--- config.mk ---
export PLATFORM = sky130hd
export DESIGN_NAME = sdz_sqrt_cell
export DESIGN_NICKNAME = d
export VERILOG_FILES = /design/src/sdz_pkg.sv /design/src/sdz_sqrt_cell.sv
export SDC_FILE = /design/constraint.sdc
export NUM_CORES = 1
export LEC_CHECK = 0
export ABC_CLOCK_PERIOD_IN_PS = 5650
export CORE_UTILIZATION = 45
export DETAILED_ROUTE_END_ITERATION = 8
export DONT_BUFFER_PORTS = 1
export SYNTH_ARGS = -nofsm -noshare
export SYNTH_HDL_FRONTEND = slang
export SYNTH_SLANG_ARGS = --single-unit
--- constraint.sdc ---
create_clock -name clk -period 5.65 [get_ports clk]
set_clock_uncertainty 0.2 [all_clocks]
set_input_delay 0.8475 -clock clk [delete_from_list [all_inputs] [get_ports clk]]
set_output_delay 0.8475 -clock clk [all_outputs]
set_load 0.02 [all_outputs]
--- src/sdz_pkg.sv ---
// Shared constants for the stick radial deadzone block.
`default_nettype none
package sdz_pkg;
  localparam int unsigned SAMPLE_BITS_DEF = 16;
  localparam int unsigned FRAC_BITS_DEF   = 15;
  localparam int unsigned DZ_W            = 15;
  localparam int unsigned OUT_W           = 16;
  localparam int unsigned IN_W            = 16;
  localparam logic [DZ_W-1:0]  DZ_RESET = 15'd3924;
  localparam logic [DZ_W-1:0]  DZ_MAX   = 15'd32766;
  localparam logic [OUT_W-1:0] OUT_MAX  = 16'h7FFF;
endpackage
`default_nettype wire

--- src/sdz_sqrt_cell.sv ---
// One digit step of the pipelined integer square root.
`default_nettype none
module sdz_sqrt_cell import sdz_pkg::*; #(
  parameter int unsigned NW      = 32,
  parameter int unsigned SW      = 32,
  parameter int unsigned BIT_POS = 0
) (
  input  wire logic          clk,
  input  wire logic          rst,
  input  wire logic          en,
  input  wire logic          in_valid,
  input  wire logic [NW-1:0] in_n,
  input  wire logic [NW-1:0] in_res,
  input  wire logic [SW-1:0] in_side,
  output logic               out_valid,
  output logic      [NW-1:0] out_n,
  output logic      [NW-1:0] out_res,
  output logic      [SW-1:0] out_side
);
  localparam logic [NW-1:0] BITV = NW'(1) << BIT_POS;

  logic [NW-1:0] trial;
  logic          ge;
  logic [NW-1:0] n_next;
  logic [NW-1:0] res_next;

  always_comb begin
    trial    = in_res + BITV;
    ge       = (in_n >= trial);
    n_next   = ge ? (in_n - trial) : in_n;
    res_next = ge ? ((in_res >> 1) + BITV) : (in_res >> 1);
  end

  always_ff @(posedge clk) begin
    if (rst) begin
      out_valid <= 1'b0;
    end else if (en) begin
      out_valid <= in_valid;
    end
  end

  always_ff @(posedge clk) begin
    if (en) begin
      out_n    <= n_next;
      out_res  <= res_next;
      out_side <= in_side;
    end
  end
endmodule
`default_nettype wire

**After elaboration in Yosys (flattened, before gate mapping)**

Index checks and enable logic that the tools add are counted.
Widths: inputs -> output; s select.

- Register bits after elaboration: 97
- Input bits: 100
- Output and inout bits: 97
- Logic and storage cells: 11

- Add/sub/neg operators: 3
- $lt $le $gt $ge: 1
- Multiplexer cells: 2

Operators by type and width:

| cell | count |
|---|---|
| $add 31x1->32 const B | 1 |
| $add 32x1->32 const B | 1 |
| $ge 32x32->1 | 1 |
| $mux 32 | 1 |
| $sub 32x32->32 | 1 |
| $mux 31 | 1 |

**Depth between registers and ports, before layout**

Gate-level depths: netlist of run 1.

- Depth after elaboration: 3
- Gate-level depth with buffers: 21

**Worst setup path before layout of run 1**

No wires, ideal clock.

- Path kind: input to register
- Start point: input port in_res[1]
- End point: register out_n[10] (data pin)
- Data arrival time: 4.229 ns
- Required time: 5.190 ns
- Path slack: 0.961 ns
- Stages: 19
- Cells stage by stage: ha_1 > and3_1 > and3_1 > and3_1 > and3_1 > and2_1 > buf_2 > nand2_1 > nor2_1 > xnor2_1 > ha_1 > clkbuf_1 > and2_1 > nand4_1 > a211oi_1 > o21ai_1 > a31oi_4 > buf_4 > mux2_2

- Longest elaborated chain between the ends: 3

RTL lines:

| element | line | source |
|---|---|---|
| from (decl) | sdz_sqrt_cell.sv:13 | `input wire logic [NW-1:0] in_res,` |
| $add 32x1->32 (*) | sdz_sqrt_cell.sv:28 | `trial = in_res + BITV;` |
| $sub 32x32->32 or $ge 32x32->1 (tied branches) | sdz_sqrt_cell.sv:30, sdz_sqrt_cell.sv:29 |  |
| $mux 32 (*) | sdz_sqrt_cell.sv:30 | `n_next = ge ? (in_n - trial) : in_n;` |
| via n_next[10] | sdz_sqrt_cell.sv:24 | `logic [NW-1:0] n_next;` |
| to (signal assigned) | sdz_sqrt_cell.sv:44 | `out_n <= n_next;` |
| to (decl) | sdz_sqrt_cell.sv:16 | `output logic [NW-1:0] out_n,` |

Mark *: on every way through the listed nets, which the timed path passes. The rest lies on a longest branch.
A chain may end at the register's enable or synchronous reset.

**Worst setup path after layout of run 1**

- Start point: input port in_res[1]
- End point: register out_n[29] (data pin)

Same word-level chain as after synthesis.

==> results of run 1 <==
per-stage QoR:
| step | instance area, um2 | total power, mW |
|---|---|---|
| finish | 6700 | 2.00 |
| global route | 6700 | 2.09 |
| CTS | 6700 | 2.02 |
| detailed placement | 6390 | 1.37 |
| global placement | 6390 | 1.37 |
| floorplan | 6250 | 1.30 |
cell usage after synthesis, drive strengths merged, types with 2 or more instances:
master   number  area, um2
a211oi        8       60.1
a21o         17        128
a21oi        35        179
a31oi         7       58.8
and2          6       37.5
and3         14       87.6
and4          6       52.6
buf          11       71.3
clkbuf       11       42.5
edfxtp       96       2880
ha           34        425
inv          14       52.6
mux2         21        236
mux2i         2       20.0
nand2        56        210
nand2b        7       43.8
nand3        29        145
nand4        17        106
nor2         34        128
nor2b         2       12.5
nor3          8       40.0
o211ai        4       35.0
o21a          6       46.3
o21ai        19       95.1
o21bai        3       22.5
o221ai        2       23.8
o2bb2ai       2       17.5
o31ai         4       30.0
or3           2       12.5
xnor2        53        464
xor2         33        289
sequential cells by signal, indices dropped and copies added, names as in the netlist:
name,count
out_res,32
out_side,32
out_valid,1
out_n,32
layer usage:
layer / vias to the layer above / GRT usage, % / share of wire [%]
li1: 2140 / - / -
met1: 2128 / 31.2 / 46
met2: 215 / 35.2 / 45
met3: 16 / 9.08 / 8.3
met4: 2 / 6.72 / 1.2
met5: - / 0 / 0.11
final cells by class:
cell class	count	area, um2	share of cell area (%)
multi-input cells	448	3180	47.5
flip-flops and latches	97	2900	43.3
clock buffers	9	225	3.36
well taps	176	220	3.29
clock inverters	7	86.3	1.29
inverters	14	52.6	0.785
repair buffers	2	27.5	0.411
worst max-delay path: cells and delay by family:
family          cells  cell delay, ns
simple gates        9            1.78
compound gates      4            0.84
fa+ha+maj           2            0.61
buf+inv             2            0.47
xor+xnor            1            0.17
cells by family after synthesis:
logic type      Yosys count  share of synthesized area, %
compound gates          117                          12.8
xor+xnor                 86                          12.0
fa+ha+maj                35                          7.12
buf+inv                  36                          2.66
flops                    97                          46.4
mux                      23                          4.10
simple gates            187                          14.8
final timing paths:
path	from	to	slack [ns]	depth (start not counted)
max reg2reg	out_valid	out_valid	4.71	2
max	in_res[1]	out_n[29]	0.82	18
min reg2reg	out_valid	out_valid	0.46	2
min	rst	out_valid	0.36	1
where the power goes:
part | switching, mW | total [mW] | internal, mW
sequential | 0.123 | 1.01 | 0.887
clock | 0.289 | 0.642 | 0.353
combinational | 0.198 | 0.352 | 0.154
==> reports/qor.csv, run 1 <==
metric,value,unit
status,"finished, final reports clean",
"leading cell type in the layout, fill and taps excluded",edfxtp_1,
cell area after synthesis,0.00625,mm2
peak supply drop,0.131,mV
warnings from Yosys,0,
initial antenna violation count,1,
Final setup viols,0,
first-pass GRT wire length,25.0,mm
core area,0.0134,mm2
Yosys reg bits,97,
ys flop type,edfxtp_1,
HPWL Detailed,12.7,mm
CP required,5.61,ns
RSZ-0062 raised after global routing,false,
hold slack,0.362,ns
part of the cycle the worst path needs,85.5,%
Die ar.,0.0144,mm2
crit-path max cell delay,0.44,ns
Residual DRC,0,
GPL Wtd Cong,0.878,
slowest CP cell,ha_1,
final worst path period need,4.83,ns
CTS H-tree depth,3,
"EDFF count, synth",96,
Num CTS Buffers,9,
CP max FO,70,
max-slew violation count,0,
worst-skew pair later-pin latency,0.34,ns
Clock transition at path regs,0.07,ns
total global routing overflow,0,
drt wl/cell,21.9,um
largest net degree at the start of global routing,98,
most frequent cells in the layout,"edfxtp_1 (96), nand2_1 (56), xnor2_1 (53)",
cts hold-fix bufs,0,
DR vias,4501,
Post-Route WL,16.5,mm
DR vias/cell,5.98,
CTS tree,built,
Post-CTS Setup Inserts,0,
fraction of registers with async set or reset after synthesis,0,%
fin nets,707,
Setup CP Type,input pin to flip-flop,
"antenna viol nets, final",0,
Root Buffer Master,clkbuf_16,
Die H,120,um
final hold vios,0,
"Avg Cell Area, Syn",10.8,um2
"worst slack, placed",0.504,ns
Rows,42,
synthesized instance count,581,
sequential-to-total area share from yosys stat,46.4,%
Syn-to-layout area delta,7.12,%
slew of the pin with the lowest slew margin,0.571,ns
placed instance count,737,
Lkg Pwr,2.40,nW
ratio of cells with drive above 1 in the final layout,8.67,%
library cells used by synthesis,59,
Initial Utilization,46.7,%
worst rel slew slack,61.6,%
vias in the first global route,4336,
Power Dens Cells,299,mW/mm2
Worst Hold Class,input pin to flip-flop,
Max Clk Rate,0.207,GHz
Max-Cap Viols,0,
net count after synthesis,716,
Startpoint Class,input pin,
final worst setup slack,0.818,ns
Layout Utilization,50.0,%
port buffer count,0,
Pre-Repair DR Iteration Count,5,
Setup crit end kind,flip-flop,
Max Root-Sink Buffers,2,
fillers,1219,
"Cell Count, Final, Fillers Out",753,
DR iter-0 viols,388,
Die W,120,um
PostCTS Resize Cnt,0,
cell-by-cell trace of the critical path,"ha_1, and3_1, and3_1, and3_1, and3_1, and2_1, nand2_1, xor2_1, ha_1, and3_1, and4_1, nand2_1, a211oi_1, o21ai_1, a31oi_4, buf_12, inv_2, o31ai_1",
# clock sinks,97,
Setup TNS Final,0,ns
diode count,0,
Global Route Usage Sum,23.4,%
IO Count,197,
crit path DAT,4.80,ns
CP most frequent cell,and3_1,
No activity file was read; power rests on OpenSTA's default activity.
==> run 2, diff against run 1 <==
- CORE_UTILIZATION: 45 -> 35
- PLACE_DENSITY: default -> 0.51
==> reports/qor.csv, run 2 (same netlist as run 1, synthesis figures left out) <==
metric,value,unit,change
status,"finished, final reports clean",,
worst rel slew slack,65.9,%,+4.3 points
Startpoint Class,input pin,,
# clock sinks,97,,unchanged
DR iter-0 viols,267,,-31%
port buffer count,0,,unchanged
most frequent cells in the layout,"edfxtp_1 (96), nand2_1 (56), xnor2_1 (53)",,
largest net degree at the start of global routing,98,,unchanged
Post-Route WL,17.3,mm,+4.6%
Setup TNS Final,0,ns,unchanged
biggest regs,"out_n: 32 flops, out_res: 32 flops, out_side: 32 flops",,
Post-CTS Setup Inserts,0,,unchanged
final hold vios,0,,unchanged
CP required,5.55,ns,-0.06 ns
Clock transition at path regs,0.07,ns,about the same
part of the cycle the worst path needs,86.8,%,+1.3 points
worst-skew pair later-pin latency,0.35,ns,about the same
CTS H-tree depth,3,,unchanged
initial antenna violation count,0,,-1
cts hold-fix bufs,0,,unchanged
Global Route Usage Sum,18.8,%,-4.6 points
slew of the pin with the lowest slew margin,0.509,ns,-0.0622 ns
Worst Hold Class,input pin to flip-flop,,
"worst slack, placed",0.422,ns,-0.0825 ns
Rows,48,,+14%
Max-Cap Viols,0,,unchanged
clock group share of total power,32.6,%,+0.6 points
Initial Utilization,36.0,%,-11 points
CTS tree,built,,
DR vias/cell,5.53,,-7.5%
Setup CP Type,input pin to flip-flop,,
hold slack,0.362,ns,-0.000479 ns
Syn-to-layout area delta,8.41,%,
vias in the first global route,4384,,+1.1%
GPL Wtd Cong,0.893,,+1.6%
drt wl/cell,21.5,um,-1.9%
CP max FO,7,,-90%
crit path DAT,4.81,ns,about the same
final worst setup slack,0.743,ns,-0.0749 ns
Hold Crit Depth,1,,unchanged
placed instance count,787,,+6.8%
IO Count,197,,unchanged
switching share of power,30.9,%,+0.44 points
total global routing overflow,0,,unchanged
DR vias,4439,,-1.4%
Die W,136,um,+13%
Sequential Power Share,49.8,%,-0.6 points
Power Dens Cells,299,mW/mm2,about the same
depth of the most critical reg-to-reg path,2,,unchanged
Max Root-Sink Buffers,2,,unchanged
Residual DRC,0,,unchanged
first-pass GRT wire length,25.7,mm,+2.6%
Num CTS Buffers,9,,unchanged
Max Clk Rate,0.204,GHz,-1.5%
max-slew violation count,0,,unchanged
Pre-Repair DR Iteration Count,4,,-1
peak supply drop,0.132,mV,+1.1%
P_sw,0.625,mW,+2.6%
HPWL Detailed,13.4,mm,+5.1%
fin nets,708,,+0.14%
"antenna viol nets, final",0,,unchanged
Setup crit end kind,flip-flop,,
PostCTS Resize Cnt,0,,unchanged
Die H,136,um,+13%
Final setup viols,0,,unchanged
Pint,1.40,mW,+0.48%
diode count,0,,unchanged
core area,0.0174,mm2,+30%
"leading cell type in the layout, fill and taps excluded",edfxtp_1,,
Tot Pwr,2.03,mW,+1.1%
final worst path period need,4.91,ns,+0.0749 ns
"Cell Count, Final, Fillers Out",803,,+6.6%
RSZ-0062 raised after global routing,false,,
Die ar.,0.0184,mm2,+28%
Root Buffer Master,clkbuf_16,,
ratio of cells with drive above 1 in the final layout,8.82,%,+0.16 points
Combinational Power Share,17.6,%,about the same
Lkg Pwr,2.41,nW,+0.55%
## run 2: power by group through the flow
stage          Sequential, mW  Clock [mW]  Combinational, mW
2_1_floorplan            1.01           0              0.284
3_3_place_gp             1.03           0              0.355
3_5_place_dp             1.03           0              0.352
4_1_cts                  1.01       0.681              0.355
5_1_grt                  1.02       0.708              0.392
6_report                 1.01       0.661              0.357
## run 2: path summary, 6_finish.rpt
check | from | end | slack (ns)
max | in_res[3] | out_n[31] | 0.74
min | rst | out_valid | 0.36
max reg2reg | out_valid | out_valid | 4.76
min reg2reg | out_valid | out_valid | 0.41
## run 2: cell type report
type	instances	area [um2]
clock buffer	9	225
multi-input combinational	448	3180
timing repair buffer	3	35.0
fill	1731	10600
clock inverter	7	97.6
inverter	14	52.6
tap	225	282
sequential	97	2900
## run 2: routing by layer
metal | share of wire, % | GRT usage (%) | vias to the layer above
met5 | 0 | 0 | -
met3 | 8.0 | 5.72 | 21
li1 | - | - | 2143
met1 | 46 | 25.0 | 2087
met2 | 44 | 28.4 | 188
met4 | 2.3 | 7.30 | 0
## run 2: critical path: stages
cell,delay [ns]
and4_1,0.23
and3_1,0.21
and3_1,0.29
nand2_1,0.20
nor2_1,0.46
nand3_1,0.16
xor2_1,0.17
ha_1,0.38
a21o_1,0.21
a31o_2,0.22
or3_1,0.33
o211ai_2,0.29
o2111a_1,0.27
o41ai_2,0.11
xor2_1,0.15
mux2_2,0.28
## run 2: per-stage QoR
step | instance area (um2) | utilization [%]
global placement | 6450 | 37.2
finish | 6780 | 39.0
detailed placement | 6450 | 37.2
CTS | 6780 | 39.0
global route | 6780 | 39.0
floorplan | 6250 | -
