**src/sdz_pkg.sv**
```systemverilog
// Shared constants for the stick radial deadzone block.
`default_nettype none
package sdz_pkg;
  localparam int unsigned SAMPLE_BITS_DEF = 16;
  localparam int unsigned FRAC_BITS_DEF   = 15;
  localparam int unsigned DZ_W            = 15;
  localparam int unsigned OUT_W           = 16;
  localparam int unsigned IN_W            = 16;
  localparam logic [DZ_W-1:0]  DZ_RESET = 15'd3924;
  localparam logic [DZ_W-1:0]  DZ_MAX   = 15'd32766;
  localparam logic [OUT_W-1:0] OUT_MAX  = 16'h7FFF;
endpackage
`default_nettype wire

```
**src/sdz_div_cell.sv**
```systemverilog
// One quotient bit step for both axes of the restoring divider.
`default_nettype none
module sdz_div_cell import sdz_pkg::*; #(
  parameter int unsigned RW    = 32,
  parameter int unsigned QW    = 16,
  parameter int unsigned SW    = 3,
  parameter bit          FIRST = 1'b0
) (
  input  wire logic          clk,
  input  wire logic          rst,
  input  wire logic          en,
  input  wire logic          in_valid,
  input  wire logic [RW-1:0] in_den,
  input  wire logic [RW-1:0] in_rx,
  input  wire logic [RW-1:0] in_ry,
  input  wire logic [QW-1:0] in_qx,
  input  wire logic [QW-1:0] in_qy,
  input  wire logic [SW-1:0] in_side,
  output logic               out_valid,
  output logic      [RW-1:0] out_den,
  output logic      [RW-1:0] out_rx,
  output logic      [RW-1:0] out_ry,
  output logic      [QW-1:0] out_qx,
  output logic      [QW-1:0] out_qy,
  output logic      [SW-1:0] out_side
);
  logic [RW-1:0] shx;
  logic [RW-1:0] shy;
  logic          gx;
  logic          gy;

  always_comb begin
    shx = FIRST ? in_rx : (in_rx << 1);
    shy = FIRST ? in_ry : (in_ry << 1);
    gx  = (shx >= in_den);
    gy  = (shy >= in_den);
  end

  always_ff @(posedge clk) begin
    if (rst) begin
      out_valid <= 1'b0;
    end else if (en) begin
      out_valid <= in_valid;
    end
  end

  always_ff @(posedge clk) begin
    if (en) begin
      out_den  <= in_den;
      out_rx   <= gx ? (shx - in_den) : shx;
      out_ry   <= gy ? (shy - in_den) : shy;
      out_qx   <= {in_qx[QW-2:0], gx};
      out_qy   <= {in_qy[QW-2:0], gy};
      out_side <= in_side;
    end
  end
endmodule
`default_nettype wire

```
**config.mk**
```make
export PLATFORM = sky130hd
export DESIGN_NAME = sdz_div_cell
export DESIGN_NICKNAME = d
export VERILOG_FILES = /design/src/sdz_pkg.sv /design/src/sdz_div_cell.sv
export SDC_FILE = /design/constraint.sdc
export NUM_CORES = 1
export LEC_CHECK = 0
export BUFFER_PORTS_ARGS = -buffer_cell sky130_fd_sc_hd__buf_2
export CELL_PAD_IN_SITES_DETAIL_PLACEMENT = 0
export CELL_PAD_IN_SITES_GLOBAL_PLACEMENT = 1
export CORE_MARGIN = 2
export CORE_UTILIZATION = 37
export CTS_BUF_LIST = sky130_fd_sc_hd__clkbuf_8
export DETAILED_ROUTE_END_ITERATION = 8
export PLACE_DENSITY = 0.8
export SYNTH_ARGS = -nofsm -noshare
export SYNTH_HDL_FRONTEND = slang
export SYNTH_SLANG_ARGS = --single-unit
```
**constraint.sdc**
```tcl
create_clock -name clk -period 3.4 [get_ports clk]
set_input_delay 0.68 -clock clk [delete_from_list [all_inputs] [get_ports clk]]
set_output_delay 0.68 -clock clk [all_outputs]
set_load 0.01 [all_outputs]
```
# Word-level counts from Yosys, hierarchy flattened
# Cells that the tools add are included.
# word_totals
output_inout_bits	132
reg_bits	132
input_bits	135
# op_classes
muxes	2
n_addsub	2
magnitude_cmp	2
# ops
operator	count
greater-or-equal comparator 32 bit	2
2-to-1 mux 32 bit	2
subtractor 32 bit	2

# Logic depth before layout (Yosys ltp)
# Gate-level depths: netlist (run 1).
# depth
word_depth	2
depth_mapped	13

# Worst setup path after synthesis (run 1)
# No wires, ideal clock.
# synth_timing
kind	input to register
startpoint	input in_den[0]
endpoint	register out_ry[10] (data pin)
path_buffers	2
path_slack_ns	-0.046
arrival_time_ns	3.186
cell_stages	12
cell_sequence	inv_1 -> fa_1 -> a211oi_2 -> o211ai_2 -> a31oi_4 -> o31ai_4 -> a21oi_2 -> a2111oi_2 -> o32a_1 -> buf_6 -> buf_12 -> mux2_4
# synth_between
elab_chain_len	2
word_cells_on_any_way	3
classes_between	1 x add/sub; 1 x order compare; 1 x mux
# synth_lines
item	line_no	source
start: declaration	sdz_div_cell.sv:13	input wire logic [RW-1:0] in_den,
subtractor 32 bit or greater-or-equal comparator 32 bit (tied branches)	sdz_div_cell.sv:51, sdz_div_cell.sv:36	
2-to-1 mux 32 bit *	sdz_div_cell.sv:51	out_ry <= gy ? (shy - in_den) : shy;
end signal: assignment	sdz_div_cell.sv:51	
end: declaration	sdz_div_cell.sv:22	output logic [RW-1:0] out_ry,
# Every way passes the cells marked *; elsewhere a longest branch is shown, timed or not.
# A chain may end at the register's enable or synchronous reset.

# Final worst setup path (run 1)
# layout_timing
startpoint	input in_den[0]
endpoint	register out_ry[31] (data pin)
# The elaborated chain is that of the path after synthesis.

==> impl_metrics.csv, run 1 <==
group,metric,value,unit
outcome,outcome,"finished, final reports clean",
logic_synthesis,synth_cell_types,68,
sta,finalWorstSetupSlack,0.137,ns
floorplan,row_count,55,
drt,ant_nets,0,
layout,final_nets,1355,
placement,hpwlAfterDp,20.4,mm
sta,hold_viol_final,0,
layout,multiInputGateArea,4310,um^2
clocking,cts_tree,"yes",
logic_synthesis,synthArstFlopShare,0,%
clocking,cts_buffers,17,
clocking,clk_pin_slew,0.08,ns
worst_setup_path,critical_path_arrival,3.45,ns
worst_setup_path,worst_r2r_path_depth,2,
drt,wire_per_inst,17.2,um
power,cellPowerDensity,455,nW/um^2
sta,period_minus_slack,3.26,ns
floorplan,die_x,156,um
layout,n_antenna_cell,0,
logic_synthesis,syn_area,8580,um^2
power,power,5.17,mW
layout,n_fill_cell,2112,
global_route,grt_pass1_vias,7179,
sta,setup_viol,0,
layout,final_area,11400,um^2
sta,hold_slack,0.384,ns
global_route,grt_usage,20.0,%
logic_synthesis,ys_seq_area_share,46.1,%
sta,fin_skew,0,ns
sta,slew-limit-headroom,63.8,%
min_path,hold_path_class,"input pin to flip-flop",
worst_setup_path,worstPathMaxFanout,24,
floorplan,start_util,37.8,%
layout,drive_above_1_share,37.3,%
placement,post_dp_cell_area,10900,um^2
clocking,numClockSinks,132,
layout,final-seq-area,3950,um^2
worst_setup_path,r2r_end,"out_valid",
layout,synthToLayoutAreaGrowth,32.6,%
placement,post-place-ws,-0.327,ns
layout,fin_cells,1452,
drt,vias,7473,
sta,finalMaxSlewViolations,0,
placement,gp_congestion,0.884,
worst_setup_path,reg2reg_from,"out_valid",
drt,drt_pass1_iterations,5,
logic_synthesis,synthCells,801,
placement,place_inst,1420,
global_route,grt_overflow,0,
logic_synthesis,synth_seq_cells,132,
sta,rsz0062_at_grt,"false",
drt,routed_wl,24.9,mm
logic_synthesis,yosysWarningCount,0,
sta,fmax,307,MHz
logic_synthesis,synth_edf_count,131,
placement,placement.io_buffers,262,
worst_setup_path,cp-start-kind,"input pin",
logic_synthesis,synth.avg_cell_area,10.7,um^2
drt,drc,0,
clocking,cts_root_buffer,"clkbuf_8",
power,vdd.ir_drop.worst,0.000216,V
sta,worstMarginPinSlew,0.529,ns
worst_setup_path,crit_path_end,"out_ry[31]",
global_route,antenna_found_initial,2,
clocking,clk_latency,0.44,ns
clocking,cts_hold_repair.buffers,0,
worst_setup_path,cp-startpoint,"in_den[0]",
clocking,clockBufferDepth,2,
floorplan,ioPinCount,267,
global_route,grt_pass1_wl,37.8,mm
logic_synthesis,synth_top_flop_cell,"edfxtp_1",
floorplan,core_area,22700,um^2
clocking,htreeDepth,4,
worst_setup_path,worstPathRequired,3.59,ns
sta,fin_crit_sh,96.0,%
worst_setup_path,r2r_slack,2.81,ns
flow_run,maxCapViolations,0,
worst_setup_path,endpoint_kind,"flip-flop",
worst_setup_path,crit_type,"input pin to flip-flop",
floorplan,dieArea,24400,um^2
logic_synthesis,syn-num-nets,1002,
global_route,grt_max_degree,66,
power,leakagePower,5.20,nW
drt,vias_per_cell,5.15,
floorplan,die_h,156,um
drt,drt_iter0_markers,547,
## cells in the mapped netlist, types with 18 or more instances
| library cell | instances | area, um^2 |
|---|---|---|
| edfxtp_1 | 131 | 3930 |
| nand2_1 | 75 | 282 |
| ha_1 | 64 | 801 |
| nor2_1 | 59 | 221 |
| a21oi_1 | 53 | 265 |
| inv_1 | 42 | 158 |
| o21ai_0 | 36 | 180 |
| o21ai_1 | 36 | 180 |
| xnor2_1 | 35 | 307 |
| a21o_1 | 30 | 225 |
| mux2_4 | 28 | 420 |
| clkbuf_1 | 19 | 71.3 |
| xor2_1 | 18 | 158 |
## cell usage in the layout (no fill, tap or decap), types with 9 or more instances in the layout
| cell type | synthesis | final |
|---|---|---|
| a21o_1 | 30 | 30 |
| nand3_1 | 11 | 11 |
| inv_1 | 42 | 45 |
| a211oi_1 | 13 | 12 |
| nand4_1 | 13 | 13 |
| o31ai_1 | 12 | 12 |
| xnor2_1 | 35 | 35 |
| a21oi_1 | 53 | 53 |
| o21a_1 | 9 | 9 |
| mux2_4 | 28 | 28 |
| buf_2 | 6 | 261 |
| o21ai_0 | 36 | 36 |
| xor2_1 | 18 | 18 |
| nor2_1 | 59 | 59 |
| nand2_1 | 75 | 75 |
| buf_4 | 0 | 96 |
| ha_1 | 64 | 64 |
| o21ai_1 | 36 | 36 |
| clkbuf_8 | 0 | 17 |
| edfxtp_1 | 131 | 131 |
| nor3_1 | 14 | 14 |
## through the flow
stage / utilization [%] / TNS (ns)
floorplan: - / -0.360
global placement: 48.0 / -15.35
detailed placement: 48.0 / -17.37
CTS: 50.0 / 0
global route: 50.1 / 0
finish: 50.1 / 0
## where the power goes
group          switching (mW)  leakage, nW  internal [mW]
Clock                   0.645        0.228          0.868
Combinational           0.858         3.69          0.751
Sequential             0.0382         1.29           2.01
Total                    1.54         5.20           3.63
## timing repair
item	CTS	global route
buffers inserted	0	0
resized for setup	0	2
endpoints found under the setup margin	0	2
## cell families (layout without fill, tap and decap cells)
kind of cell    count (synthesis)  after routing  share of synthesized area [%]
fa+ha+maj                      66             66                           9.80
xor+xnor                       53             53                           5.41
compound gates                244            244                           18.8
mux                            33             33                           5.54
flops                         132            132                           46.1
buf+inv                        72            438                           3.89
simple gates                  201            201                           10.5
## worst min-delay path by stage
stage,from,to,slack [ns],cells past startpoint
after global placement,out_valid,out_valid,0.47,2
after global routing,rst,out_valid,0.36,2
after CTS,rst,out_valid,0.36,2
after detailed placement,out_valid,out_valid,0.51,2
after floorplan,out_valid,out_valid,0.53,2
final,rst,out_valid,0.38,2
## layout make-up
| class | instances | area share (%) |
|---|---|---|
| Clock inverter | 15 | 1.89 |
| Multi-Input combinational cell | 597 | 37.9 |
| Inverter | 43 | 1.42 |
| Sequential cell | 132 | 34.8 |
| Timing Repair Buffer | 363 | 18.8 |
| Clock buffer | 17 | 2.06 |
| Tap cell | 285 | 3.14 |
## routing by layer
metal | vias up | routed length, um | GRT usage (%)
li1 | 3706 | - | -
met5 | - | 27 | 0
met1 | 3502 | 10600 | 25.6
met2 | 229 | 12300 | 34.3
met3 | 32 | 1520 | 3.93
met4 | 4 | 527 | 6.16
## critical path, stage by stage
cell	delay [ns]
buf_2	0.09
inv_1	0.10
fa_1	0.49
a211oi_2	0.33
o211ai_2	0.17
a31oi_4	0.25
o31ai_4	0.11
a21oi_2	0.21
a2111oi_2	0.09
o32a_2	0.39
buf_12	0.19
mux2_1	0.33
## state kept, by name, indices dropped and copies added (netlist names)
signal,count
out_rx,32
out_valid,1
out_side,3
out_ry,32
out_qx,16
out_den,32
out_qy,16
(Power assumes the default switching activity.)
==> inputs of run 2 (changes only) <==
==> constraint.sdc (replaced) <==
create_clock -name clk -period 3.4 [get_ports clk]
set_input_delay 0.17 -clock clk [delete_from_list [all_inputs] [get_ports clk]]
set_output_delay 0.17 -clock clk [all_outputs]
set_load 0.01 [all_outputs]
==> run 2 against run 1 <==
  * Setup slack lost 0.025 ns
  * Die area is the same
  * Critical path depth grew 1
  * Via count shrank 1.3%
  * Largest cell class unchanged
  * Combinational power shrank 4%
  * Global-route usage grew 0.19 points
  * Cell count shrank 0.34%
  * Flip-flop and latch count is the same
==> impl_metrics.csv, run 2 (same netlist as run 1, synthesis figures left out) <==
group,metric,value,unit
global_route,grt_usage,20.2,%
worst_setup_path,crit_path_top_delay_cell,"dlygate4sd3_1",
clocking,numClockSinks,132,
min_path,hold_path_class,"input pin to flip-flop",
drt,vias_per_cell,5.10,
global_route,antenna_found_initial,1,
layout,synthToLayoutAreaGrowth,33.5,%
clocking,cts_buffers,17,
worst_setup_path,worst_r2r_path_depth,3,
floorplan,dieArea,24400,um^2
sta,finalMaxSlewViolations,0,
min_path,hold_depth,3,
sta,setup_viol,0,
worst_setup_path,slowest_delay,0.52,ns
floorplan,die_x,156,um
power,leakagePower,5.08,nW
floorplan,core_area,22700,um^2
sta,slew-limit-headroom,41.3,%
sta,fmax,304,MHz
sta,fin_skew,0,ns
power,cellPowerDensity,431,nW/um^2
floorplan,ioPinCount,267,
worst_setup_path,crit_type,"input pin to flip-flop",
drt,routed_wl,25.3,mm
layout,fin_cells,1447,
drt,wire_per_inst,17.5,um
clocking,cts_tree,"yes",
placement,place_inst,1339,
floorplan,start_util,37.8,%
worst_setup_path,endpoint_kind,"flip-flop",
placement,placement.io_buffers,262,
sta,hold_viol_final,0,
sta,hold_slack,0.0301,ns
sta,worstMarginPinSlew,0.880,ns
layout,final_nets,1349,
global_route,grt_max_degree,95,
placement,hpwlAfterDp,19.6,mm
clocking,htreeDepth,4,
placement,post_dp_cell_area,10300,um^2
sta,fin_crit_sh,96.7,%
worst_setup_path,critical_path_arrival,3.48,ns
drt,vias,7377,
clocking,cts_root_buffer,"clkbuf_8",
global_route,grt_overflow,0,
worst_setup_path,r2r_slack,2.27,ns
clocking,clk_pin_slew,0.09,ns
drt,drt_pass1_iterations,5,
power,vdd.ir_drop.worst,0.000243,V
sta,period_minus_slack,3.29,ns
global_route,grt_pass1_vias,7260,
clocking,clockBufferDepth,2,
power,power,4.93,mW
placement,gp_congestion,0.880,
layout,layout_common_cells,"261 x buf_2, 131 x edfxtp_1, 75 x nand2_1",
worst_setup_path,cp-start-kind,"input pin",
worst_setup_path,worstPathMaxFanout,27,
outcome,outcome,"finished, final reports clean",
global_route,grt_pass1_wl,38.1,mm
drt,drt_iter0_markers,555,
placement,post-place-ws,0.101,ns
layout,final_util,50.4,%
layout,drive_above_1_share,30.9,%
drt,ant_nets,0,
flow_run,maxCapViolations,0,
layout,final_area,11400,um^2
floorplan,die_h,156,um
clocking,clk_latency,0.44,ns
floorplan,row_count,55,
layout,reg_top3,"out_den: 32 flops, out_rx: 32 flops, out_ry: 32 flops",
drt,drc,0,
sta,rsz0062_at_grt,"false",
sta,fin_tns_setup,0,ns
layout,layout_commonest_cell,"buf_2",
sta,finalWorstSetupSlack,0.112,ns
worst_setup_path,worstPathRequired,3.59,ns
worst_setup_path,crit_path_cell_trace,"dlygate4sd3_1 -> buf_2 -> inv_1 -> ha_1 -> and3_1 -> nand3_1 -> nor4_2 -> buf_4 -> nand2_1 -> a2111oi_2 -> o32a_2 -> buf_12 -> mux2_1",
[run 2: changes by cell type in the layout (fill, tap and decap cells not counted)]
cell,change
a41oi_1,-1
inv_6,+2
a211oi_2,-1
diode_2,+1
buf_12,-1
a41oi_2,+1
dlygate4sd3_1,+73
clkinv_2,+1
a211oi_1,+1
clkinv_1,-1
buf_4,-78
clkinvlp_4,+3
inv_1,-2
bufinv_16,-3
[run 2: worst max-delay path, delay by kind of cell]
kind,cells,cell delay (ns)
adder cells (fa/ha/maj),1,0.40
multiplexers,1,0.35
AND/OR/NAND/NOR,4,0.79
AO/OA/AOI/OAI,2,0.60
buffers and inverters,5,1.12
[run 2: path summary, 6_finish.rpt]
path               from          to
max reg2reg   out_valid   out_valid
min reg2reg   out_valid   out_valid
min           in_rx[29]  out_rx[30]
max          in_den[11]   out_ry[2]
[run 2: layer usage]
metal	up-vias	track usage (%)	wire, um
met2	206	34.7	12400
met5	-	0	0
met1	3454	26.0	11200
met3	31	3.21	1060
li1	3686	-	-
met4	0	6.82	596
[run 2: area by class of cell]
cell class	instances	area, um^2
fillers	2122	11300
multi-input cells	597	4320
flip-flops and latches	132	3950
repair buffers	357	2260
well taps	285	357
clock buffers	17	234
inverters	43	161
clock inverters	15	159
diodes	1	2.50
[run 2: what timing repair did]
action | in CTS | in global routing
endpoints found under the setup margin | 0 | 53
buffers inserted | 0 | 2
gates resized for setup | 0 | 2
hold buffers | 73 | 0
hold endpoints to repair | 72 | 0
[run 2: power breakdown]
part | leakage (nW) | switching, mW | internal [mW]
Sequential | 1.29 | 0.0418 | 2.01
Clock | 0.186 | 0.671 | 0.656
Combinational | 3.61 | 0.845 | 0.710
Total | 5.08 | 1.56 | 3.38
